$ cat src/design/ghbb_pkg.sv
`default_nettype none
package ghbb_pkg;

  localparam int unsigned CFG_DATA_W = 32;
  localparam int unsigned CFG_IDX_W  = 3;
  localparam int unsigned TIME_W     = 32;

  // Configuration register indexes.
  localparam logic [CFG_IDX_W-1:0] REG_TARGET_AIR_TEMP = 3'd0;
  localparam logic [CFG_IDX_W-1:0] REG_TARGET_HUMIDITY = 3'd1;
  localparam logic [CFG_IDX_W-1:0] REG_SOIL_TARGET_PCT = 3'd2;
  localparam logic [CFG_IDX_W-1:0] REG_TEMP_BAND       = 3'd3;
  localparam logic [CFG_IDX_W-1:0] REG_HUMID_BAND      = 3'd4;
  localparam logic [CFG_IDX_W-1:0] REG_SOIL_BAND       = 3'd5;
  localparam logic [CFG_IDX_W-1:0] REG_PUMP_RUN_TIME   = 3'd6;
  localparam logic [CFG_IDX_W-1:0] REG_PUMP_REST_TIME  = 3'd7;

  // Reset values of the configuration registers.
  localparam logic signed [11:0] RST_TARGET_AIR_TEMP = 12'sd250;
  localparam logic [9:0]         RST_TARGET_HUMIDITY = 10'd600;
  localparam logic [9:0]         RST_SOIL_TARGET_PCT = 10'd400;
  localparam logic [7:0]         RST_TEMP_BAND       = 8'd10;
  localparam logic [7:0]         RST_HUMID_BAND      = 8'd50;
  localparam logic [7:0]         RST_SOIL_BAND       = 8'd50;
  localparam logic [TIME_W-1:0]  RST_PUMP_RUN_TIME   = 32'd5000;
  localparam logic [TIME_W-1:0]  RST_PUMP_REST_TIME  = 32'd60000;

  // Item kinds.
  localparam logic ACTION_TICK     = 1'b0;
  localparam logic ACTION_SET_MODE = 1'b1;

  // Bit positions in the action vector.
  localparam int unsigned ACT_PUMP = 0;
  localparam int unsigned ACT_HEAT = 1;
  localparam int unsigned ACT_VENT = 2;

  typedef struct packed {
    logic               action;
    logic               mode_manual;
    logic [TIME_W-1:0]  now_ms;
    logic               soil_valid;
    logic [9:0]         soil_level;
    logic               climate_valid;
    logic signed [11:0] air_temp;
    logic [9:0]         air_humid;
  } in_item_t;

  typedef struct packed {
    logic pump_on;
    logic fan_on;
    logic heater_on;
    logic actions_changed;
  } out_item_t;

endpackage
`default_nettype wire

$ cat src/design/ghbb_in_if.sv
`default_nettype none
interface ghbb_in_if;
  logic               valid;
  logic               ready;
  ghbb_pkg::in_item_t data;

  modport source (output valid, output data, input ready);
  modport sink   (input valid, input data, output ready);
endinterface
`default_nettype wire

$ cat src/design/ghbb_out_if.sv
`default_nettype none
interface ghbb_out_if;
  logic                valid;
  logic                ready;
  ghbb_pkg::out_item_t data;

  modport source (output valid, output data, input ready);
  modport sink   (input valid, input data, output ready);
endinterface
`default_nettype wire

$ cat src/design/greenhouse_bang_bang_controller_unit.sv
// A transaction accepted on in_if passes the input register and then the result register before its result is offered.
// Throughput: one transaction per cycle, set by the two-register pipeline (input register,
// result register) that stalls as a whole only while a result waits on out_if.
// Ticks in manual mode and set-mode requests to the current mode produce no result.
// Reset (synchronous, rst_n low) empties the pipeline, selects automatic mode, switches all
// drives off, clears the pump timers and loads the default configuration.
`default_nettype none
module greenhouse_bang_bang_controller_unit (
  input  wire logic                                clk,
  input  wire logic                                rst_n,
  ghbb_in_if.sink                                  in_if,
  ghbb_out_if.source                               out_if,
  input  wire logic                                cfg_we,
  input  wire logic [ghbb_pkg::CFG_IDX_W-1:0]      cfg_idx,
  input  wire logic [ghbb_pkg::CFG_DATA_W-1:0]     cfg_data
);

  // Configuration registers.
  logic signed [11:0]              target_air_temp_r;
  logic [9:0]                      target_humidity_r;
  logic [9:0]                      soil_target_pct_r;
  logic [7:0]                      temp_band_r;
  logic [7:0]                      humid_band_r;
  logic [7:0]                      soil_band_r;
  logic [ghbb_pkg::TIME_W-1:0]     pump_run_time_r;
  logic [ghbb_pkg::TIME_W-1:0]     pump_rest_time_r;

  // Controller state.
  logic                            manual_mode_r, manual_mode_nxt;
  logic [2:0]                      act_r, act_nxt;
  logic [ghbb_pkg::TIME_W-1:0]     pump_start_r, pump_start_nxt;
  logic [ghbb_pkg::TIME_W-1:0]     rest_until_r, rest_until_nxt;

  // Pipeline registers.
  logic                            s1_valid_r;
  ghbb_pkg::in_item_t              s1_r;
  logic                            out_valid_r, out_valid_nxt;
  ghbb_pkg::out_item_t             out_r, out_nxt;

  logic                            advance;

  // The whole pipeline moves when the result register is free or being emptied. The input
  // register may also fill while it is empty, so a bubble never blocks the input side.
  assign advance      = !out_valid_r || out_if.ready;
  assign in_if.ready  = advance || !s1_valid_r;
  assign out_if.valid = out_valid_r;
  assign out_if.data  = out_r;

  // Configuration writes. The user must write only while the block is idle; the block has no interlock to enforce it.
  always_ff @(posedge clk) begin
    if (!rst_n) begin
      target_air_temp_r <= ghbb_pkg::RST_TARGET_AIR_TEMP;
      target_humidity_r <= ghbb_pkg::RST_TARGET_HUMIDITY;
      soil_target_pct_r <= ghbb_pkg::RST_SOIL_TARGET_PCT;
      temp_band_r       <= ghbb_pkg::RST_TEMP_BAND;
      humid_band_r      <= ghbb_pkg::RST_HUMID_BAND;
      soil_band_r       <= ghbb_pkg::RST_SOIL_BAND;
      pump_run_time_r   <= ghbb_pkg::RST_PUMP_RUN_TIME;
      pump_rest_time_r  <= ghbb_pkg::RST_PUMP_REST_TIME;
    end else if (cfg_we) begin
      unique case (cfg_idx)
        ghbb_pkg::REG_TARGET_AIR_TEMP: target_air_temp_r <= $signed(cfg_data[11:0]);
        ghbb_pkg::REG_TARGET_HUMIDITY: target_humidity_r <= cfg_data[9:0];
        ghbb_pkg::REG_SOIL_TARGET_PCT: soil_target_pct_r <= cfg_data[9:0];
        ghbb_pkg::REG_TEMP_BAND:       temp_band_r       <= cfg_data[7:0];
        ghbb_pkg::REG_HUMID_BAND:      humid_band_r      <= cfg_data[7:0];
        ghbb_pkg::REG_SOIL_BAND:       soil_band_r       <= cfg_data[7:0];
        ghbb_pkg::REG_PUMP_RUN_TIME:   pump_run_time_r   <= cfg_data[ghbb_pkg::TIME_W-1:0];
        ghbb_pkg::REG_PUMP_REST_TIME:  pump_rest_time_r  <= cfg_data[ghbb_pkg::TIME_W-1:0];
        default: begin
        end
      endcase
    end
  end

  // Input register: captures each accepted transaction unchanged.
  always_ff @(posedge clk) begin
    if (!rst_n) begin
      s1_valid_r <= 1'b0;
    end else if (in_if.ready) begin
      s1_valid_r <= in_if.valid;
    end
  end

  always_ff @(posedge clk) begin
    if (in_if.ready && in_if.valid) begin
      s1_r <= in_if.data;
    end
  end

  // Thresholds. The soil threshold is 11 bits signed and may go negative; the temperature
  // limits are 13 bits signed so that target plus or minus band never overflows.
  logic signed [10:0] soil_thr;
  logic signed [12:0] temp_lo, temp_hi, temp_tgt, temp_cur;
  logic [10:0]        humid_hi;
  logic               soil_low, too_cold, warm, too_hot, too_humid, fine;
  logic               run_done, rest_over;
  logic [ghbb_pkg::TIME_W-1:0] run_elapsed;

  always_comb begin
    soil_thr    = $signed({1'b0, soil_target_pct_r}) - $signed({3'b000, soil_band_r});
    soil_low    = $signed({1'b0, s1_r.soil_level}) < soil_thr;
    temp_tgt    = {target_air_temp_r[11], target_air_temp_r};
    temp_cur    = {s1_r.air_temp[11], s1_r.air_temp};
    temp_lo     = temp_tgt - $signed({5'b00000, temp_band_r});
    temp_hi     = temp_tgt + $signed({5'b00000, temp_band_r});
    humid_hi    = {1'b0, target_humidity_r} + {3'b000, humid_band_r};
    too_cold    = temp_cur <= temp_lo;
    warm        = temp_cur >= temp_tgt;
    too_hot     = temp_cur >= temp_hi;
    too_humid   = {1'b0, s1_r.air_humid} >= humid_hi;
    fine        = (temp_cur <= temp_tgt) && (s1_r.air_humid <= target_humidity_r);
    // Run time is measured modulo 2^32, while the end of the rest is a plain compare.
    run_elapsed = s1_r.now_ms - pump_start_r;
    run_done    = run_elapsed >= pump_run_time_r;
    rest_over   = s1_r.now_ms >= rest_until_r;
  end

  // Next state and result for the transaction in the input register.
  always_comb begin
    manual_mode_nxt = manual_mode_r;
    act_nxt         = act_r;
    pump_start_nxt  = pump_start_r;
    rest_until_nxt  = rest_until_r;
    out_valid_nxt   = 1'b0;

    if (s1_r.action == ghbb_pkg::ACTION_SET_MODE) begin
      // A change of mode in either direction switches every drive off.
      if (s1_r.mode_manual != manual_mode_r) begin
        manual_mode_nxt = s1_r.mode_manual;
        act_nxt         = '0;
        out_valid_nxt   = 1'b1;
      end
    end else if (!manual_mode_r) begin
      out_valid_nxt = 1'b1;

      if (act_r[ghbb_pkg::ACT_PUMP]) begin
        if (run_done) begin
          act_nxt[ghbb_pkg::ACT_PUMP] = 1'b0;
          rest_until_nxt              = s1_r.now_ms + pump_rest_time_r;
        end
      end else if (rest_over && s1_r.soil_valid && soil_low) begin
        act_nxt[ghbb_pkg::ACT_PUMP] = 1'b1;
        pump_start_nxt              = s1_r.now_ms;
      end

      // Heater and vent hold their state when the climate reading failed.
      if (s1_r.climate_valid) begin
        if (!act_r[ghbb_pkg::ACT_HEAT] && too_cold) begin
          act_nxt[ghbb_pkg::ACT_HEAT] = 1'b1;
        end else if (act_r[ghbb_pkg::ACT_HEAT] && warm) begin
          act_nxt[ghbb_pkg::ACT_HEAT] = 1'b0;
        end

        if (!act_r[ghbb_pkg::ACT_VENT] && (too_hot || too_humid)) begin
          act_nxt[ghbb_pkg::ACT_VENT] = 1'b1;
        end else if (act_r[ghbb_pkg::ACT_VENT] && fine) begin
          act_nxt[ghbb_pkg::ACT_VENT] = 1'b0;
        end
      end
    end

    out_nxt.pump_on         = act_nxt[ghbb_pkg::ACT_PUMP];
    out_nxt.fan_on          = act_nxt[ghbb_pkg::ACT_VENT];
    out_nxt.heater_on       = act_nxt[ghbb_pkg::ACT_HEAT];
    out_nxt.actions_changed = act_nxt != act_r;
  end

  // State and result register: updated only when the pipeline moves with a transaction
  // in the input register, so every transaction is applied exactly once.
  always_ff @(posedge clk) begin
    if (!rst_n) begin
      manual_mode_r <= 1'b0;
      act_r         <= '0;
      pump_start_r  <= '0;
      rest_until_r  <= '0;
      out_valid_r   <= 1'b0;
    end else if (advance) begin
      out_valid_r <= s1_valid_r && out_valid_nxt;
      if (s1_valid_r) begin
        manual_mode_r <= manual_mode_nxt;
        act_r         <= act_nxt;
        pump_start_r  <= pump_start_nxt;
        rest_until_r  <= rest_until_nxt;
      end
    end
  end

  always_ff @(posedge clk) begin
    if (advance && s1_valid_r && out_valid_nxt) begin
      out_r <= out_nxt;
    end
  end

  // Manual mode always runs with every drive off.
  a_manual_all_off: assert property (@(posedge clk) disable iff (!rst_n)
    manual_mode_r |-> (act_r == '0))
    else $error("drive active in manual mode");

  // A pending result always shows the current action state.
  a_result_matches_state: assert property (@(posedge clk) disable iff (!rst_n)
    out_valid_r |-> (out_r.pump_on == act_r[ghbb_pkg::ACT_PUMP]) &&
                    (out_r.fan_on == act_r[ghbb_pkg::ACT_VENT]) &&
                    (out_r.heater_on == act_r[ghbb_pkg::ACT_HEAT]))
    else $error("result differs from action state");

  // A pump start records the time stamp of the transaction that started it.
  a_pump_start_time: assert property (@(posedge clk) disable iff (!rst_n)
    $rose(act_r[ghbb_pkg::ACT_PUMP]) |-> (pump_start_r == $past(s1_r.now_ms)))
    else $error("pump start time not captured");

  // A stalled transaction stays in the input register.
  a_stall_holds: assert property (@(posedge clk) disable iff (!rst_n)
    (s1_valid_r && !advance) |=> s1_valid_r)
    else $error("transaction lost while stalled");

endmodule
`default_nettype wire

$ cat src/flat_wrapper.sv
// flat-port wrapper written by rule: the top's interface ports become plain ports
module greenhouse_bang_bang_controller_unit_flat 
  (clk, rst_n, cfg_we, cfg_idx, cfg_data, in_if_valid, in_if_data, in_if_ready, out_if_valid, out_if_data, out_if_ready);
  ghbb_in_if in_if_i ();
  ghbb_out_if out_if_i ();
  input  wire logic clk;
  input  wire logic rst_n;
  input  wire logic cfg_we;
  input  wire logic [ghbb_pkg::CFG_IDX_W-1:0] cfg_idx;
  input  wire logic [ghbb_pkg::CFG_DATA_W-1:0] cfg_data;
  input wire logic [$bits(in_if_i.valid)-1:0] in_if_valid;
  input wire logic [$bits(in_if_i.data)-1:0] in_if_data;
  output wire logic [$bits(in_if_i.ready)-1:0] in_if_ready;
  output wire logic [$bits(out_if_i.valid)-1:0] out_if_valid;
  output wire logic [$bits(out_if_i.data)-1:0] out_if_data;
  input wire logic [$bits(out_if_i.ready)-1:0] out_if_ready;
  assign in_if_i.valid = in_if_valid;
  assign in_if_i.data = in_if_data;
  assign in_if_ready = in_if_i.ready;
  assign out_if_valid = out_if_i.valid;
  assign out_if_data = out_if_i.data;
  assign out_if_i.ready = out_if_ready;
  greenhouse_bang_bang_controller_unit u_core (.clk(clk), .rst_n(rst_n), .in_if(in_if_i), .out_if(out_if_i), .cfg_we(cfg_we), .cfg_idx(cfg_idx), .cfg_data(cfg_data));
endmodule
$ cat config.mk
export PLATFORM = sky130hd
export DESIGN_NAME = greenhouse_bang_bang_controller_unit_flat
export DESIGN_NICKNAME = d
export VERILOG_FILES = /design/src/design/ghbb_pkg.sv /design/src/design/ghbb_in_if.sv /design/src/design/ghbb_out_if.sv /design/src/design/greenhouse_bang_bang_controller_unit.sv /design/src/flat_wrapper.sv
export SDC_FILE = /design/constraint.sdc
export NUM_CORES = 1
export LEC_CHECK = 0
export ABC_AREA = 0
export ABC_CLOCK_PERIOD_IN_PS = 11300
export BUFFER_PORTS_ARGS = -buffer_cell sky130_fd_sc_hd__clkbuf_2
export CAP_MARGIN = 10
export CORE_MARGIN = 1.5
export CORE_UTILIZATION = 40
export CTS_CLUSTER_DIAMETER = 200
export DETAILED_ROUTE_END_ITERATION = 16
export GPL_ROUTABILITY_DRIVEN = 0
export PLACE_DENSITY_LB_ADDON = 0.3
export SYNTH_ARGS = -nofsm -noshare
export SYNTH_HDL_FRONTEND = slang
export SYNTH_SLANG_ARGS = --single-unit
$ cat constraint.sdc
create_clock -name clk -period 11.3 [get_ports clk]
set_clock_uncertainty 0.2 [all_clocks]
set_input_delay 1.13 -clock clk [delete_from_list [all_inputs] [get_ports clk]]
set_output_delay 1.13 -clock clk [all_outputs]
set_load 0.02 [all_outputs]
# Word level (Yosys, flattened, before mapping)
# Index checks and enable logic that the tools add are counted.
# classes
addsub	6
magnitude_cmp	9
eq_ne	9
muxes	14
n_bitwise	3
reduce_logical	31
# op_table
cell	n
32-bit greater-or-equal comparator	2
32-bit adder	1
32-bit subtractor	1
2-bit AND reduction	9
12-bit by 9-bit adder with 13-bit output	1
12-bit by 13-bit greater-or-equal comparator with 1-bit output	1
12-bit by 13-bit less-or-equal comparator with 1-bit output	1
12-bit by 9-bit subtractor with 13-bit output	1
3-bit equality test (second input constant)	4
12-bit greater-or-equal comparator	1
12-bit less-or-equal comparator	1
6-bit AND reduction	2
10-bit by 8-bit adder with 11-bit output	1
10-bit by 11-bit greater-or-equal comparator with 1-bit output	1
1-bit logical AND	11
11-bit less-than comparator	1
10-bit by 8-bit subtractor with 11-bit output	1
10-bit less-or-equal comparator	1
1-bit two-way mux	10
3-bit two-way mux	3
3-bit by 2-bit equality test with 1-bit output (second input constant)	2
1-bit zero test	4
4-bit AND reduction	1
3-bit by 1-bit equality test with 1-bit output (second input constant)	1
other kinds (6)	10
# totals
ff_bits	262
input_bits	108
output_inout_bits	6
wordCells	98

# Depth between registers and ports, before layout
# Gate-level depths: netlist of run 1.
# logic_depth
ltp_word	9
ltp_mapped	23
depth_no_buf	21

# Least setup slack after synthesis of run 1
# No wires, ideal clock.
# synth_path
path_type	register to register
from	reg u_core.s1_r[46] (netlist name)
to	reg u_core.rest_until_r[30] (netlist name)
setup_time_ps	122
t_arrival_ps	4447
required_time_ps	10978
slack_ps	6531
path_stages_with_launch	21
n_path_buf	2
period_less_slack_ps	4769
path_cell_list	edfxtp_1 ha_1 clkbuf_1 a21oi_1 o21bai_1 or4_1 o211ai_1 a21oi_1 a21o_1 a21oi_1 xnor2_1 ha_1 a21oi_1 o21ai_0 a2111oi_1 nand3_1 o211ai_1 and2_1 buf_2 o21ai_0 a311o_1
# synth_between
elab_chain_cells	3
word_cells_on_any_way	4
classes_between	add/sub (2); order compare (1); reduce/logical (1)
# synth_lines
item	line_no	rtl
start: declaration	greenhouse_bang_bang_controller_unit.sv:36	ghbb_pkg::in_item_t s1_r;
start signal: assignment	greenhouse_bang_bang_controller_unit.sv:87	s1_r <= in_if.data;
32-bit subtractor	greenhouse_bang_bang_controller_unit.sv:114	run_elapsed = s1_r.now_ms - pump_start_r;
32-bit greater-or-equal comparator	greenhouse_bang_bang_controller_unit.sv:115	run_done = run_elapsed >= pump_run_time_r;
6-bit AND reduction (no line)	-	
end signal: assignment	greenhouse_bang_bang_controller_unit.sv:184	rest_until_r <= rest_until_nxt;
end: declaration	greenhouse_bang_bang_controller_unit.sv:32	logic [ghbb_pkg::TIME_W-1:0] rest_until_r, rest_until_nxt;
# Several ways; a longest one is shown, not always the timed one.
# A chain may end at the register's enable or synchronous reset.

# Final worst setup path of run 1
# layout_path
from	reg u_core.s1_r[34] (netlist name)
to	reg u_core.rest_until_r[30] (netlist name)
# Same word-level chain as after synthesis.

==> results of run 1 <==
## cells by family after synthesis
group / count (synthesis) / share of synthesized area
AND/OR/NAND/NOR: 671 / 0.176
AO/OA/AOI/OAI: 510 / 0.191
multiplexers: 33 / 0.0194
adder cells (fa/ha/maj): 231 / 0.172
flip-flops: 262 / 0.350
buffers and inverters: 244 / 0.0566
XOR/XNOR: 70 / 0.0360
## routing by layer
metal | vias to the layer above | routed length [um]
met5 | - | 0
met4 | 0 | 1130
met3 | 63 | 1970
met2 | 322 | 20400
met1 | 6856 | 22100
li1 | 7262 | -
## sequential cells by signal (all words and copies together), names as in the netlist
name                      cells
u_core.out_if.valid           1
u_core.s1_valid_r             1
u_core.humid_band_r           8
u_core.manual_mode_r          1
u_core.s1_r                  68
u_core.target_humidity_r     10
u_core.soil_target_pct_r     10
u_core.temp_band_r            8
u_core.pump_start_r          32
u_core.act_r                  3
u_core.out_if.data            4
u_core.pump_rest_time_r      32
u_core.soil_band_r            8
u_core.pump_run_time_r       32
u_core.rest_until_r          32
u_core.target_air_temp_r     12
## worst max-delay path, stage by stage (launching register included)
cell and delay, ps:
edfxtp_1 380, inv_1 110, ha_1 180, inv_1 60, fa_1 420, a211oi_1 450, o21a_1 260, nor4_1 100
o21ai_0 490, nand2_1 180, a21o_1 210, a21oi_1 160, xnor2_1 140, ha_1 270, nand2_1 70, o21ai_0 130
a2111oi_1 560, nand3_1 220, o211ai_1 400, nand2_1 770, o2111a_1 370, a311o_1 320
## cell usage after synthesis, types with 6 or more instances
cell type / n
a21boi_0: 11
nand2_1: 370
nor2b_1: 24
a211oi_1: 20
o21ai_0: 67
and2_1: 7
nand4_1: 22
o21a_1: 29
clkbuf_1: 51
o311ai_0: 6
nand2b_1: 28
or3_1: 9
dfxtp_1: 190
edfxtp_1: 72
fa_1: 6
xnor2_1: 48
o21bai_1: 12
xor2_1: 22
clkbuf_2: 8
a21oi_1: 208
and3_1: 11
mux2i_1: 32
a21o_1: 52
nand3_1: 54
nor2_1: 89
ha_1: 225
o211ai_1: 30
inv_1: 175
nor3_1: 29
## worst max path at each step
| stage | to | from |
|---|---|---|
| floorplan | u_core.rest_until_r[30] | u_core.s1_r[46] |
| global placement | u_core.rest_until_r[30] | u_core.s1_r[34] |
| detailed placement | u_core.rest_until_r[30] | u_core.s1_r[34] |
| CTS | u_core.rest_until_r[30] | u_core.s1_r[34] |
| global route | u_core.rest_until_r[30] | u_core.s1_r[34] |
| finish | u_core.rest_until_r[30] | u_core.s1_r[34] |
## through the flow
stage	setup slack, ps	hold slack, ps	total power [uW]
6_report	4720	255	2430
5_1_grt	4310	275	2530
4_1_cts	4850	257	2440
3_5_place_dp	4910	248	1420
3_3_place_gp	5140	239	1410
2_1_floorplan	6530	232	1300
## power by group through the flow
stage	logic, uW	clock network [uW]	registers [uW]
after global placement	370	0	1040
after detailed placement	377	0	1040
final	383	1020	1020
after floorplan	271	0	1030
after CTS	381	1040	1020
after global routing	431	1080	1020
## cell type report
cell class | instances | area (sq um)
Clock buffer | 50 | 971
Timing Repair Buffer | 117 | 598
Sequential cell | 262 | 5970
Inverter | 176 | 663
Clock inverter | 8 | 73.8
Fill cell | 4068 | 22900
Antenna cell | 2 | 5.00
Tap cell | 539 | 674
Multi-Input combinational cell | 1515 | 10100
==> run summary, run 1 <==
H-tree depth - 1
mapped cell area - 0.0171 sq mm
commonest non-fill, non-tap cell in the layout - nand2_1
Avg WL per Cell - 17.1 um
critical path type - register to register
Int Power - 1760 uW
Total Wirelength - 45.6 mm
synth unique cells - 73
port bufs - 113
Yosys reg bits - 262
largest net degree at the start of global routing - 77
Row Count - 75
Resized cells post-CTS - 0
Post-Layout Cell Count - 2669
vias - 14500
Initial Util - 0.406
min Tclk post-route - 6580 ps
clock share of power - 0.421
Post-Syn Instances - 2021
startpoint types - register
Reg2Reg Depth - 21
Seq/Total Area, Yosys - 0.350
Hold Path Stages - 2
vias in the first global route - 14000
Max FO, Critical Path - 32
Final Hold Fails - 0
area share of the largest cell type after synthesis - 0.223
grt peak-use layer - met2
outcome - finished, final reports clean
Die Y - 209 um
# DRC - 0
first-pass GRT wire length - 73.3 mm
Top-Level Pins - 114
clk_lat worst skew - 590 ps
Chip Width - 209 um
arrival time worst endpoint - 6870 ps
Comb power frac - 0.158
Max Cap Viol - 0
CTS root buffer - clkbuf_16
asr flop ratio synth - 0
Cell Count Post-Placement - 2609
# hold bufs at CTS - 0
final worst-path cycle share - 0.582
met1 Usage GRT - 0.286
post-route ant nets - 0
Critical Path End Type - register
setup TNS - 0 ps
M3 GR Usage - 0.0257
vias per cell - 5.43
worst hold start - u_core.pump_run_time_r[19]
Synth Area per Inst - 8.44 sq um
Post-synth EDFFs - 72
syn nets - 2360
ys flop type - dfxtp_1
Area contributors post-synth - dfxtp_1 (22%), ha_1 (17%), edfxtp_1 (13%)
Crit Reg-Reg Endpoint - u_core.rest_until_r[30]
Net Sw Frac - 0.274
CTS Buffer Depth - 3
Area growth syn-to-layout - 12.0%
worst hold path type - register to register
Worst slew margin - 0.231
core area - 0.0420 sq mm
clk sink count - 262
global route overflow - 0
count of pins over their slew limit - 0
post-route cell area - 0.0191 sq mm
WHS Endpoint - u_core.pump_run_time_r[19]
DP HPWL - 34.0 mm
Nets - 2442
Iter 0 DRT Violations - 896
CTS buffer count - 31
clk slew on worst S/H paths - 60 ps
Req. time, crit path - 11580 ps
Max Clk Rate - 152 MHz
commonest non-fill, non-tap cells in the layout - nand2_1 (370), ha_1 (225), a21oi_1 (208)
RSZ-0062 raised after global routing - no
Yosys warnings - 0
final number of setup-violating endpoints - 0
Reg power frac - 0.421
Synth area leader - dfxtp_1
Register-to-Register Setup Slack - 4720 ps
Cell Pwr Density - 127 mW/mm^2
met2 GRT Util - 0.336
Critical R2R Launch - u_core.s1_r[34]
cell area after placement - 0.0180 sq mm
DIE AREA - 0.0439 sq mm
ratio of cells with drive above 1 in the final layout - 0.0865
Worst-Margin Slew - 1150 ps
CTS tree - yes
setup bufs post-CTS - 0
drt pass-1 iters - 5
Finished Core Util - 0.454
initial antenna violation count - 2
P_sw - 664 uW
worst vdd ir - 115 uV
Leak - 0.00769 uW
All-Layer GR Usage - 0.206
(Power assumes the default switching activity.)
==> run 2: changes to the inputs <==
--- a/config.mk
+++ b/config.mk
@@ -6,7 +6,7 @@
 export NUM_CORES = 1
 export LEC_CHECK = 0
 export ABC_AREA = 0
-export ABC_CLOCK_PERIOD_IN_PS = 11300
+export ABC_CLOCK_PERIOD_IN_PS = 5750
 export BUFFER_PORTS_ARGS = -buffer_cell sky130_fd_sc_hd__clkbuf_2
 export CAP_MARGIN = 10
 export CORE_MARGIN = 1.5
==> constraint.sdc (replaced) <==
create_clock -name clk -period 5.75 [get_ports clk]
set_clock_uncertainty 0.2 [all_clocks]
set_input_delay 0.575 -clock clk [delete_from_list [all_inputs] [get_ports clk]]
set_output_delay 0.575 -clock clk [all_outputs]
set_load 0.02 [all_outputs]
==> run 2 against run 1 <==
Compared with the run above:
- global-route usage rose by 0.62 points
- critical path depth up 1
- wire length increased by 1.6%
- maximum frequency grew 23%
- non-clock buffer count rose by 8
- first-iteration DRC count up 9.8%
- core utilization is 0.58 points higher
- worst hold slack worse by 230 ps
- power up 110%
- cell count rose by 0.37%
- clock power increased by 130%
- critical endpoint unchanged
- largest power group is now clock
==> run summary, run 2 (synthesized netlist as in run 1, its figures left out) <==
worst hold path type - input pin to register
Hold WS - 23.5 ps
final number of setup-violating endpoints - 0
RSZ-0062 raised after global routing - no
global route overflow - 0
initial antenna violation count - 0
Iter 0 DRT Violations - 984
Worst-Margin Slew - 1080 ps
CTS Buffer Depth - 3
vias per cell - 5.43
Worst slew margin - 0.279
DIE AREA - 0.0439 sq mm
clk sink count - 262
arrival time worst endpoint - 5570 ps
Avg WL per Cell - 17.3 um
largest register by flop count - u_core.s1_r
ratio of cells with drive above 1 in the final layout - 0.0944
largest net degree at the start of global routing - 75
Largest register FFs - 68
Total Wirelength - 46.3 mm
Max FO, Critical Path - 18
clk slew on worst S/H paths - 60 ps
Max Cap Viol - 0
startpoint types - register
commonest non-fill, non-tap cell in the layout - nand2_1
# diodes - 0
min Tclk post-route - 5360 ps
Die Y - 209 um
Leak - 0.00782 uW
critical path type - register to register
post-route ant nets - 0
Top-Level Pins - 114
core area - 0.0420 sq mm
Critical Path End Type - register
Req. time, crit path - 5960 ps
Cell Count Post-Placement - 2614
Post-Layout Cell Count - 2679
outcome - finished, final reports clean
Initial Util - 0.406
Cell Pwr Density - 262 mW/mm^2
CTS buffer count - 34
commonest non-fill, non-tap cells in the layout - nand2_1 (370), ha_1 (225), a21oi_1 (208)
final worst-path cycle share - 0.933
CTS root buffer - clkbuf_16
# DRC - 0
clk_lat worst skew - 530 ps
CTS tree - yes
DP HPWL - 34.4 mm
vias in the first global route - 14400
port bufs - 113
Max Clk Rate - 186 MHz
Row Count - 75
drt pass-1 iters - 5
H-tree depth - 2
vias - 14600
Area growth syn-to-layout - 13.4%
total power - 5060 uW
count of pins over their slew limit - 0
Finished Core Util - 0.460
Nets - 2453
Chip Width - 209 um
setup TNS - 0 ps
All-Layer GR Usage - 0.212
Final Hold Fails - 0
first-pass GRT wire length - 74.6 mm
worst vdd ir - 222 uV
run 2: cell types whose count changed in the layout (fill, tap and decap cells not counted), moves of 2 or more:
cell       previous run  this run
buf_4                 5        13
diode_2               2         0
clkbuf_1             10         5
bufinv_16             1         3
clkbuf_16            34        39
run 2: timing repair:
action	4_1_cts	5_1_grt
gates resized for setup	0	3
hold buffers	0	0
endpoints found under the setup margin	0	35
setup buffers	0	3
run 2: worst paths after layout:
check                                              from                       to  slack [ps]  cells after the start
worst max-delay path                    u_core.s1_r[34]  u_core.rest_until_r[30]         390                     22
worst min register to register  u_core.rest_until_r[21]  u_core.rest_until_r[21]         250                      2
worst max register to register          u_core.s1_r[34]  u_core.rest_until_r[30]         390                     22
worst min-delay path                     in_if_data[52]          u_core.s1_r[52]          20                      1
run 2: where the power goes:
part,switching (uW),internal [uW],leakage (uW)
Sequential,51.0,1960,0.00224
Clock,849,1450,0.000608
Combinational,447,308,0.00497
Total,1350,3720,0.00782
run 2: layer usage:
layer / global-route usage / up-vias / share of wire
li1: - / 7275 / -
met1: 0.282 / 6862 / 0.47
met2: 0.350 / 332 / 0.45
met3: 0.0331 / 85 / 0.050
met4: 0.0742 / 0 / 0.031
met5: 0 / - / 0
run 2: cell type report:
type                       count  area [sq um]
timing repair buffer         125           658
clock inverter                11           139
clock buffer                  51          1090
inverter                     176           663
sequential                   262          5970
multi-input combinational   1515         10100
tap                          539           674
fill                        4136         22700
run 2: through the flow:
step	worst slack (ps)	instance area (sq um)
global placement	367	18100
floorplan	981	17100
global route	64.2	19300
detailed placement	76.3	18100
CTS	20.1	19300
finish	386	19300
run 2: critical path, stage by stage (launching register included):
cell       delay, ps
edfxtp_1         380
inv_1            120
ha_1             180
inv_1             60
fa_1             450
a211oi_2         330
o21a_1           250
nor4_1           110
o21ai_1          300
nand2_1          140
a21o_1           190
a21oi_1          160
xnor2_1          140
ha_1             270
nand2_1           70
o21ai_0          140
a2111oi_2        440
nand3_1          190
o211ai_1         350
nand2_1          120
buf_4            220
o2111a_1         140
a311o_1          310
